<file path="config.mk">
export PLATFORM = sky130hd
export DESIGN_NAME = sorted_table_insert_and_purge
export DESIGN_NICKNAME = d
export VERILOG_FILES = /design/src/hw/rtl/stip_pkg.sv /design/src/hw/rtl/sorted_table_insert_and_purge.sv /design/src/hw/rtl/stip_store.sv
export SDC_FILE = /design/constraint.sdc
export NUM_CORES = 2
export LEC_CHECK = 0
export BUFFER_PORTS_ARGS = -buffer_cell sky130_fd_sc_hd__buf_2
export CAP_MARGIN = 20
export CORE_AREA = 5 5 569 571
export DETAILED_ROUTE_END_ITERATION = 12
export DIE_AREA = 0 0 574 576
export GPL_ROUTABILITY_DRIVEN = 0
export GPL_TIMING_DRIVEN = 0
export PLACE_DENSITY_LB_ADDON = 0.15
export SYNTH_ARGS = -nofsm -noshare
export SYNTH_HDL_FRONTEND = slang
export SYNTH_HIERARCHICAL = 1
export SYNTH_SLANG_ARGS = --single-unit
</file>
<file path="constraint.sdc">
create_clock -name clock -period 9 [get_ports clock]
set_input_delay 2.25 -clock clock [delete_from_list [all_inputs] [get_ports clock]]
set_output_delay 2.25 -clock clock [all_outputs]
set_load 0.01 [all_outputs]
</file>
<file path="src/hw/rtl/stip_pkg.sv">
// ----------------------------------------------------------------------------
// stip_pkg: shared types for the sorted table
// Request and response payloads, table entry, operation and status codes,
// sequencer states and register addresses.
// ----------------------------------------------------------------------------
package stip_pkg;

   localparam int KeyWidth   = 64;
   localparam int ValueWidth = 5;

   typedef enum logic [1:0] {
      OP_INSERT = 2'd0,
      OP_PURGE  = 2'd1,
      OP_READ   = 2'd2,
      OP_NONE   = 2'd3
   } op_type;

   typedef enum logic [1:0] {
      STATUS_OK    = 2'd0,
      STATUS_FULL  = 2'd1,
      STATUS_RANGE = 2'd2,
      STATUS_INDEX = 2'd3
   } status_type;

   typedef enum logic [2:0] {
      ST_IDLE,
      ST_INSERT,
      ST_PLACE,
      ST_PURGE,
      ST_READ
   } state_type;

   typedef struct packed {
      op_type                  operation;
      logic [KeyWidth-1:0]     key;
      logic [ValueWidth-1:0]   enrolled;
      logic [4:0]              index;
   } req_type;

   typedef struct packed {
      status_type              status;
      logic [KeyWidth-1:0]     entry_key;
      logic [ValueWidth-1:0]   entry_value;
      logic [5:0]              entries_in_table;
      logic [5:0]              removed;
   } rsp_type;

   typedef struct packed {
      logic [KeyWidth-1:0]     key;
      logic [ValueWidth-1:0]   value;
   } entry_type;

   // Register select is byte address bit 2.
   localparam logic CSR_MIN_ENROLLMENT = 1'b0;
   localparam logic CSR_MAX_ENROLLMENT = 1'b1;

   localparam logic [ValueWidth-1:0] MIN_ENROLLMENT_RESET = 5'd10;
   localparam logic [ValueWidth-1:0] MAX_ENROLLMENT_RESET = 5'd25;

endpackage

</file>
<file path="src/hw/rtl/sorted_table_insert_and_purge.sv">
// ----------------------------------------------------------------------------
// sorted_table_insert_and_purge: sorted (key, value) table
// Insert with capacity and value bound, threshold purge, indexed read.
// ----------------------------------------------------------------------------
// A command is transferred when start is high and busy is low. Every command
// gives exactly one result, shown on rsp_data for one cycle with rsp_valid
// high; the receiver cannot stall it, so it must take the result in that
// cycle. Entries live in a single-port-write, single-port-read memory and a
// small sequencer walks it one entry per cycle. An insert walks down from
// the top entry, moving each entry whose key is not below the new key up by
// one slot. A purge reads every entry once and writes back the survivors in
// order. A rejected insert, a read of an invalid index, a purge of an empty
// table and the unused operation answer in the cycle after the transfer.
// The next command may be transferred in the same cycle that a result is
// shown. Configuration registers are to be written over the APB port only
// while the block is idle, which the block itself does not enforce;
// register 0 (min_enrollment) is at byte address 0 and register 1
// (max_enrollment) at byte address 4.
// ----------------------------------------------------------------------------
module sorted_table_insert_and_purge import stip_pkg::*; #(
   parameter int CAPACITY = 32
) (
   input  logic        clock,
   input  logic        reset,
   input  logic        start,
   input  req_type     req_data,
   output logic        busy,
   output logic        rsp_valid,
   output rsp_type     rsp_data,
   input  logic        csr_psel,
   input  logic        csr_penable,
   input  logic        csr_pwrite,
   input  logic [2:0]  csr_paddr,
   input  logic [31:0] csr_pwdata,
   output logic [31:0] csr_prdata,
   output logic        csr_pready
);

   localparam int AW = $clog2(CAPACITY);
   localparam int CW = $clog2(CAPACITY + 1);

   state_type             state_ff, state_in;
   logic [CW-1:0]         count_ff, count_in;
   logic [ValueWidth-1:0] min_ff, max_ff;
   logic [AW-1:0]         ptr_ff, ptr_in;
   logic [CW-1:0]         wr_ff, wr_in;
   logic [KeyWidth-1:0]   key_ff, key_in;
   logic [ValueWidth-1:0] val_ff, val_in;
   logic                  rsp_valid_ff, rsp_valid_in;
   rsp_type               rsp_ff, rsp_in;

   logic                  mem_wr_en;
   logic [AW-1:0]         mem_wr_addr;
   entry_type             mem_wr_data;
   logic [AW-1:0]         mem_rd_addr;
   entry_type             mem_rd_data;

   logic                  full;
   logic                  out_of_range;
   logic                  index_ok;
   logic                  key_not_below;
   logic                  keep;
   logic                  last;
   logic [CW-1:0]         wr_next;

   // Shared decisions of the sequencer.
   assign full          = (count_ff == CW'(CAPACITY));
   assign out_of_range  = (req_data.enrolled > max_ff);
   assign index_ok      = (32'(req_data.index) < 32'(count_ff));
   assign key_not_below = (mem_rd_data.key >= key_ff);
   assign keep          = (mem_rd_data.value >= min_ff);
   assign last          = (CW'(ptr_ff) == CW'(count_ff - CW'(1)));
   assign wr_next       = wr_ff + CW'(keep);

   stip_store #(
      .DEPTH (CAPACITY)
   ) u_store (
      .clock   (clock),
      .wr_en   (mem_wr_en),
      .wr_addr (mem_wr_addr),
      .wr_data (mem_wr_data),
      .rd_addr (mem_rd_addr),
      .rd_data (mem_rd_data)
   );

   // Next state.
   always_comb begin
      state_in = state_ff;
      case (state_ff)
         ST_IDLE: begin
            if (start) begin
               case (req_data.operation)
                  OP_INSERT: begin
                     if (full || out_of_range) begin
                        state_in = ST_IDLE;
                     end else if (count_ff == '0) begin
                        state_in = ST_PLACE;
                     end else begin
                        state_in = ST_INSERT;
                     end
                  end
                  OP_PURGE: state_in = (count_ff == '0) ? ST_IDLE : ST_PURGE;
                  OP_READ:  state_in = index_ok ? ST_READ : ST_IDLE;
                  default:  state_in = ST_IDLE;
               endcase
            end
         end
         ST_INSERT: begin
            if (key_not_below) begin
               state_in = (ptr_ff == '0) ? ST_PLACE : ST_INSERT;
            end else begin
               state_in = ST_IDLE;
            end
         end
         ST_PLACE: state_in = ST_IDLE;
         ST_PURGE: state_in = last ? ST_IDLE : ST_PURGE;
         ST_READ:  state_in = ST_IDLE;
         default:  state_in = ST_IDLE;
      endcase
   end

   // Datapath, memory controls and the result.
   always_comb begin
      ptr_in       = ptr_ff;
      wr_in        = wr_ff;
      count_in     = count_ff;
      key_in       = key_ff;
      val_in       = val_ff;
      rsp_valid_in = 1'b0;
      rsp_in       = '0;
      rsp_in.status = STATUS_OK;
      mem_wr_en    = 1'b0;
      mem_wr_addr  = AW'(ptr_ff + AW'(1));
      mem_wr_data  = mem_rd_data;
      mem_rd_addr  = AW'(ptr_ff - AW'(1));
      case (state_ff)
         ST_IDLE: begin
            if (start) begin
               key_in = req_data.key;
               val_in = req_data.enrolled;
               case (req_data.operation)
                  OP_INSERT: begin
                     // The walk starts at the top entry.
                     mem_rd_addr = AW'(count_ff - CW'(1));
                     ptr_in      = AW'(count_ff - CW'(1));
                     if (full) begin
                        rsp_valid_in  = 1'b1;
                        rsp_in.status = STATUS_FULL;
                     end else if (out_of_range) begin
                        rsp_valid_in  = 1'b1;
                        rsp_in.status = STATUS_RANGE;
                     end
                  end
                  OP_PURGE: begin
                     mem_rd_addr = '0;
                     ptr_in      = '0;
                     wr_in       = '0;
                     if (count_ff == '0) begin
                        rsp_valid_in = 1'b1;
                     end
                  end
                  OP_READ: begin
                     mem_rd_addr = AW'(req_data.index);
                     if (!index_ok) begin
                        rsp_valid_in  = 1'b1;
                        rsp_in.status = STATUS_INDEX;
                     end
                  end
                  default: begin
                     rsp_valid_in = 1'b1;
                  end
               endcase
            end
         end
         ST_INSERT: begin
            mem_wr_en = 1'b1;
            if (key_not_below) begin
               // Move this entry up one slot and look at the next lower one.
               ptr_in = AW'(ptr_ff - AW'(1));
            end else begin
               // The new pair goes just above the first smaller key.
               mem_wr_data.key   = key_ff;
               mem_wr_data.value = val_ff;
               count_in          = count_ff + CW'(1);
               rsp_valid_in      = 1'b1;
            end
         end
         ST_PLACE: begin
            mem_wr_en         = 1'b1;
            mem_wr_addr       = '0;
            mem_wr_data.key   = key_ff;
            mem_wr_data.value = val_ff;
            count_in          = count_ff + CW'(1);
            rsp_valid_in      = 1'b1;
         end
         ST_PURGE: begin
            // Survivors are written back in order at the write pointer.
            mem_wr_en   = keep;
            mem_wr_addr = wr_ff[AW-1:0];
            wr_in       = wr_next;
            mem_rd_addr = AW'(ptr_ff + AW'(1));
            ptr_in      = AW'(ptr_ff + AW'(1));
            if (last) begin
               count_in       = wr_next;
               rsp_valid_in   = 1'b1;
               rsp_in.removed = 6'(count_ff - wr_next);
            end
         end
         ST_READ: begin
            rsp_valid_in       = 1'b1;
            rsp_in.entry_key   = mem_rd_data.key;
            rsp_in.entry_value = mem_rd_data.value;
         end
         default: begin
            rsp_valid_in = 1'b0;
         end
      endcase
      rsp_in.entries_in_table = 6'(count_in);
   end

   always_ff @(posedge clock) begin
      if (reset) begin
         state_ff     <= ST_IDLE;
         count_ff     <= '0;
         rsp_valid_ff <= 1'b0;
      end else begin
         state_ff     <= state_in;
         count_ff     <= count_in;
         rsp_valid_ff <= rsp_valid_in;
      end
   end

   always_ff @(posedge clock) begin
      ptr_ff <= ptr_in;
      wr_ff  <= wr_in;
      key_ff <= key_in;
      val_ff <= val_in;
      rsp_ff <= rsp_in;
   end

   // Configuration registers. A write transfer completes in the access cycle.
   always_ff @(posedge clock) begin
      if (reset) begin
         min_ff <= MIN_ENROLLMENT_RESET;
         max_ff <= MAX_ENROLLMENT_RESET;
      end else if (csr_psel && csr_penable && csr_pwrite) begin
         if (csr_paddr[2] == CSR_MIN_ENROLLMENT) begin
            min_ff <= csr_pwdata[ValueWidth-1:0];
         end else begin
            max_ff <= csr_pwdata[ValueWidth-1:0];
         end
      end
   end

   assign csr_pready = 1'b1;
   assign csr_prdata = (csr_paddr[2] == CSR_MIN_ENROLLMENT) ?
                       32'(min_ff) : 32'(max_ff);

   assign busy      = (state_ff != ST_IDLE);
   assign rsp_valid = rsp_valid_ff;
   assign rsp_data  = rsp_ff;

endmodule

</file>
<file path="src/hw/rtl/stip_store.sv">
// ----------------------------------------------------------------------------
// stip_store: entry memory of the sorted table
// Simple dual-port memory, one write and one registered read per cycle.
// ----------------------------------------------------------------------------
module stip_store import stip_pkg::*; #(
   parameter int DEPTH = 32
) (
   input  logic                     clock,
   input  logic                     wr_en,
   input  logic [$clog2(DEPTH)-1:0] wr_addr,
   input  entry_type                wr_data,
   input  logic [$clog2(DEPTH)-1:0] rd_addr,
   output entry_type                rd_data
);

   entry_type mem_ff [DEPTH];
   entry_type rd_data_ff;

   always_ff @(posedge clock) begin
      if (wr_en) begin
         mem_ff[wr_addr] <= wr_data;
      end
   end

   always_ff @(posedge clock) begin
      rd_data_ff <= mem_ff[rd_addr];
   end

   assign rd_data = rd_data_ff;

endmodule
</file>
==> insert_results.sql <==
INSERT INTO impl_metrics (metric_group, metric, value, unit) VALUES
('outcome', 'status', 'finished, final reports clean', ''),
('drt', 'drt-wirelength-per-cell', '34.4', 'µm'),
('hold_path', 'holdPathEnd', 'min_ff[2]', ''),
('yosys', 'ys_types', '69', ''),
('yosys', 'synth_cells', '4303', ''),
('drt', 'drt_drc_violations_left', '0', ''),
('yosys', 'syn-cell-area', '0.0950', 'mm²'),
('cts', 'clock_latency_reported_for_the_late_side_of_the_worst_skew_pair', '890', 'ps'),
('floorplan', 'total_die_area', '0.331', 'mm²'),
('setup_path', 'critical-path-max-stage-delay', '770', 'ps'),
('cts', 'cts-root-buf', 'sky130_fd_sc_hd__clkbuf_16', ''),
('global_routing', 'grt_max_degree', '36', ''),
('setup_path', 'worst-r2r-cell-count', '15', ''),
('placed_design', 'place_area', '0.105', 'mm²'),
('pwr', 'share_seq_of_total_power', '0.406', ''),
('pwr', 'power_frac_clock', '0.303', ''),
('pwr', 'cell_internal_pwr', '25.3', 'mW'),
('yosys', 'yosys_warnings', '6', ''),
('timing', 'maxClockFrequency', '142', 'MHz'),
('floorplan', 'fp-row-count', '207', ''),
('cts', 'cts_tree', 'built', ''),
('setup_path', 'cpMostUsedCell', 'sky130_fd_sc_hd__buf_2', ''),
('global_routing', 'track_usage', '0.191', ''),
('drt', 'detail_route.vias_per_cell', '5.14', ''),
('pwr', 'net-switching-power', '12.1', 'mW'),
('yosys', 'average_cell_area_after_synthesis', '22.1', 'µm²'),
('cells_and_area', 'layout.cell_area.non_filler', '0.114', 'mm²'),
('timing', 'final_hold_viol_count', '0', ''),
('setup_path', 'setup.worst_path.class', 'primary input to flop', ''),
('cells_and_area', 'fillers', '29221', ''),
('cts', 'ctsLongestPathBuffers', '4', ''),
('placed_design', 'post-dp-hpwl', '226000', 'µm'),
('timing', 'grt_setup_unrepaired', 'false', ''),
('global_routing', 'grt_remaining_overflow', '0', ''),
('timing', 'timing.setup.tns', '0', 'ps'),
('cts', 'post_cts_resize_count', '0', ''),
('global_routing', 'grt_first_pass_wirelength', '433000', 'µm'),
('drt', 'detail_route.iter0.violations', '5268', ''),
('floorplan', 'die_w', '574', 'µm'),
('setup_path', 'timing.critical_path.from_type', 'primary input', ''),
('setup_path', 'cp_top_family', 'buffers and inverters', ''),
('cts', 'numCtsBuffers', '283', ''),
('floorplan', 'die_height', '576', 'µm'),
('setup_path', 'worstPathRequired', '9670', 'ps'),
('timing', 'slew_violations', '0', ''),
('setup_path', 'cp.arrival', '7710', 'ps'),
('cts', 'postCtsHoldBufs', '0', ''),
('setup_path', 'crit_fanout', '10', ''),
('cts', 'cts.reportedPaths.clkPinSlew', '60', 'ps'),
('timing', 'timing.final.setup_violations', '0', ''),
('timing', 'fin_worst_skew', '49.8', 'ps'),
('cells_and_area', 'share_of_post_route_cells_with_drive_strength_above_1', '0.336', ''),
('timing', 'transition_at_the_pin_with_the_smallest_max_transition_slack', '1190', 'ps'),
('cts', 'clock_sink_count', '2460', ''),
('setup_path', 'r2r-start', 'key_ff[14]', ''),
('job', 'cap_violations', '0', ''),
('hold_path', 'worst_hold_path.num_cells', '2', ''),
('pwr', 'swShare', '0.324', ''),
('hold_path', 'worstHoldPathType', 'flop to flop', ''),
('timing', 'timing.slew.headroom', '0.208', ''),
('pwr', 'leakagePower', '37.3', 'nW'),
('yosys', 'yosysSeqAreaShare', '0.759', ''),
('global_routing', 'initial_antenna_violation_count', '32', ''),
('pwr', 'power.total', '37.4', 'mW'),
('pwr', 'worst_ir_drop_vdd', '0.149', 'mV'),
('setup_path', 'crit_chain', 'clkbuf_1, inv_1, nand2_1, o22ai_1, a211o_1, o21ai_0, clkbuf_4, buf_2, buf_2, buf_2, clkbuf_1, buf_2, mux2i_1, a221oi_1', ''),
('floorplan', 'pin_count', '235', ''),
('drt', 'drt_pre_antenna_iters', '8', ''),
('cts', 'htree_num_levels', '5', ''),
('yosys', 'yosys_most_used_dff', 'sky130_fd_sc_hd__edfxtp_1', ''),
('cells_and_area', 'area_overhead_vs_synth', '20.3', '%');
tightest hold or removal path, cell delays in order (launching register included):
cell                      delay, ps
sky130_fd_sc_hd__dfxtp_1        330
sky130_fd_sc_hd__mux2i_1         70
sky130_fd_sc_hd__nor2_1          70
worst max path at each step:
| stage | start | end | slack, ps | cells after the start |
|---|---|---|---|---|
| 4_1_cts | state_ff[2] | u_store/rd_data[24] | 2000 | 14 |
| 5_1_grt | req_data[74] | u_store/rd_data[24] | 1930 | 14 |
| 2_1_floorplan | state_ff[1] | u_store/mem_ff[19][0] | 3610 | 6 |
| 3_5_place_dp | req_data[74] | u_store/rd_data[24] | 1090 | 13 |
| 3_3_place_gp | state_ff[0] | u_store/mem_ff[20][40] | -4260 | 7 |
| 6_report | req_data[74] | u_store/rd_data[24] | 1960 | 14 |
Yosys cell counts (all sizes together) (18+ instances only):
| master | instances | area (µm²) |
|---|---|---|
| edfxtp | 2288 | 68700 |
| mux4 | 650 | 14600 |
| dfxtp | 172 | 3440 |
| mux2 | 148 | 1670 |
| buf | 135 | 800 |
| clkbuf | 107 | 402 |
| inv | 92 | 345 |
| ha | 90 | 1130 |
| nor2 | 87 | 327 |
| and3 | 68 | 427 |
| a21oi | 57 | 300 |
| mux2i | 54 | 541 |
| nand2 | 53 | 199 |
| o21ai | 38 | 190 |
| nand3 | 33 | 165 |
| o22ai | 20 | 125 |
| a221oi | 18 | 158 |
| xnor2 | 18 | 158 |
through the flow:
| step | hold slack, ps | worst slack, ps | instances | utilization |
|---|---|---|---|---|
| finish | 503 | 1960 | 9401 | 0.360 |
| global placement | 479 | -4260 | 8684 | 0.319 |
| CTS | 510 | 2000 | 9376 | 0.360 |
| detailed placement | 496 | 1090 | 8867 | 0.332 |
| global route | 535 | 1930 | 9388 | 0.360 |
| floorplan | 431 | 3610 | 4329 | - |
cell type report:
| cell class | count | area (µm²) | area share |
|---|---|---|---|
| plain buffers | 242 | 1220 | 0.0107 |
| diodes | 20 | 50.0 | 0.000438 |
| inverters | 94 | 358 | 0.00313 |
| clock inverters | 139 | 1290 | 0.0113 |
| well taps | 4180 | 5230 | 0.0458 |
| flip-flops and latches | 2460 | 72100 | 0.631 |
| clock buffers | 370 | 7740 | 0.0677 |
| multi-input cells | 1533 | 21700 | 0.190 |
| repair buffers | 363 | 4570 | 0.0400 |
power by group through the flow:
| stage | sequential (mW) | clock, mW | combinational, mW |
|---|---|---|---|
| 2_1_floorplan | 15.1 | 0 | 6.35 |
| 3_3_place_gp | 15.5 | 0 | 10.5 |
| 3_5_place_dp | 15.4 | 0 | 11.0 |
| 4_1_cts | 15.2 | 11.6 | 11.1 |
| 5_1_grt | 15.2 | 12.1 | 11.6 |
| 6_report | 15.2 | 11.3 | 10.9 |
cell families (layout without fill, tap and decap cells):
kind of cell | Yosys count | in the layout | synth area share
muxes | 852 | 852 | 0.177
and+or+nand+nor | 324 | 324 | 0.0174
buffers and inverters | 336 | 1208 | 0.0163
adders and majority gates | 91 | 91 | 0.0121
xor gates and xnor gates | 28 | 28 | 0.00258
other | 2 | 48 | 0.0000790
DFF | 2460 | 2460 | 0.759
AOI/OAI and AO/OA | 210 | 210 | 0.0152
routing by layer:
metal / global-route usage / vias to the layer above / routed length (µm)
li1: - / 19406 / -
met1: 0.265 / 26724 / 139000
met2: 0.307 / 1755 / 153000
met3: 0.0392 / 392 / 22200
met4: 0.0506 / 8 / 8920
met5: 0 / - / 57
flip-flops by register name, summed over array words and instances (netlist names):
signal	flops
max_ff	5
val_ff	5
ptr_ff	5
count_ff	6
rsp_valid	1
min_ff	5
rsp_data	83
u_store/rd_data	69
u_store/mem_ff	2208
wr_ff	6
state_ff	3
key_ff	64
placed cells by master (no fill, tap or decap), types with 33 or more instances in the layout:
master | Yosys | routed
sky130_fd_sc_hd__inv_1 | 92 | 91
sky130_fd_sc_hd__ha_1 | 90 | 90
sky130_fd_sc_hd__o21ai_0 | 38 | 38
sky130_fd_sc_hd__clkbuf_1 | 107 | 157
sky130_fd_sc_hd__nand3_1 | 33 | 33
sky130_fd_sc_hd__a21oi_1 | 55 | 55
sky130_fd_sc_hd__dfxtp_1 | 172 | 172
sky130_fd_sc_hd__clkbuf_16 | 0 | 290
sky130_fd_sc_hd__mux2i_1 | 54 | 54
sky130_fd_sc_hd__nand2_1 | 53 | 53
sky130_fd_sc_hd__buf_12 | 0 | 128
sky130_fd_sc_hd__clkinv_1 | 2 | 43
sky130_fd_sc_hd__mux4_2 | 650 | 650
sky130_fd_sc_hd__nor2_1 | 87 | 55
sky130_fd_sc_hd__buf_4 | 42 | 46
sky130_fd_sc_hd__clkinv_2 | 0 | 49
sky130_fd_sc_hd__and3_1 | 67 | 67
sky130_fd_sc_hd__edfxtp_1 | 2288 | 2288
sky130_fd_sc_hd__buf_2 | 72 | 256
sky130_fd_sc_hd__mux2_2 | 138 | 138
(Power assumes the default switching activity.)
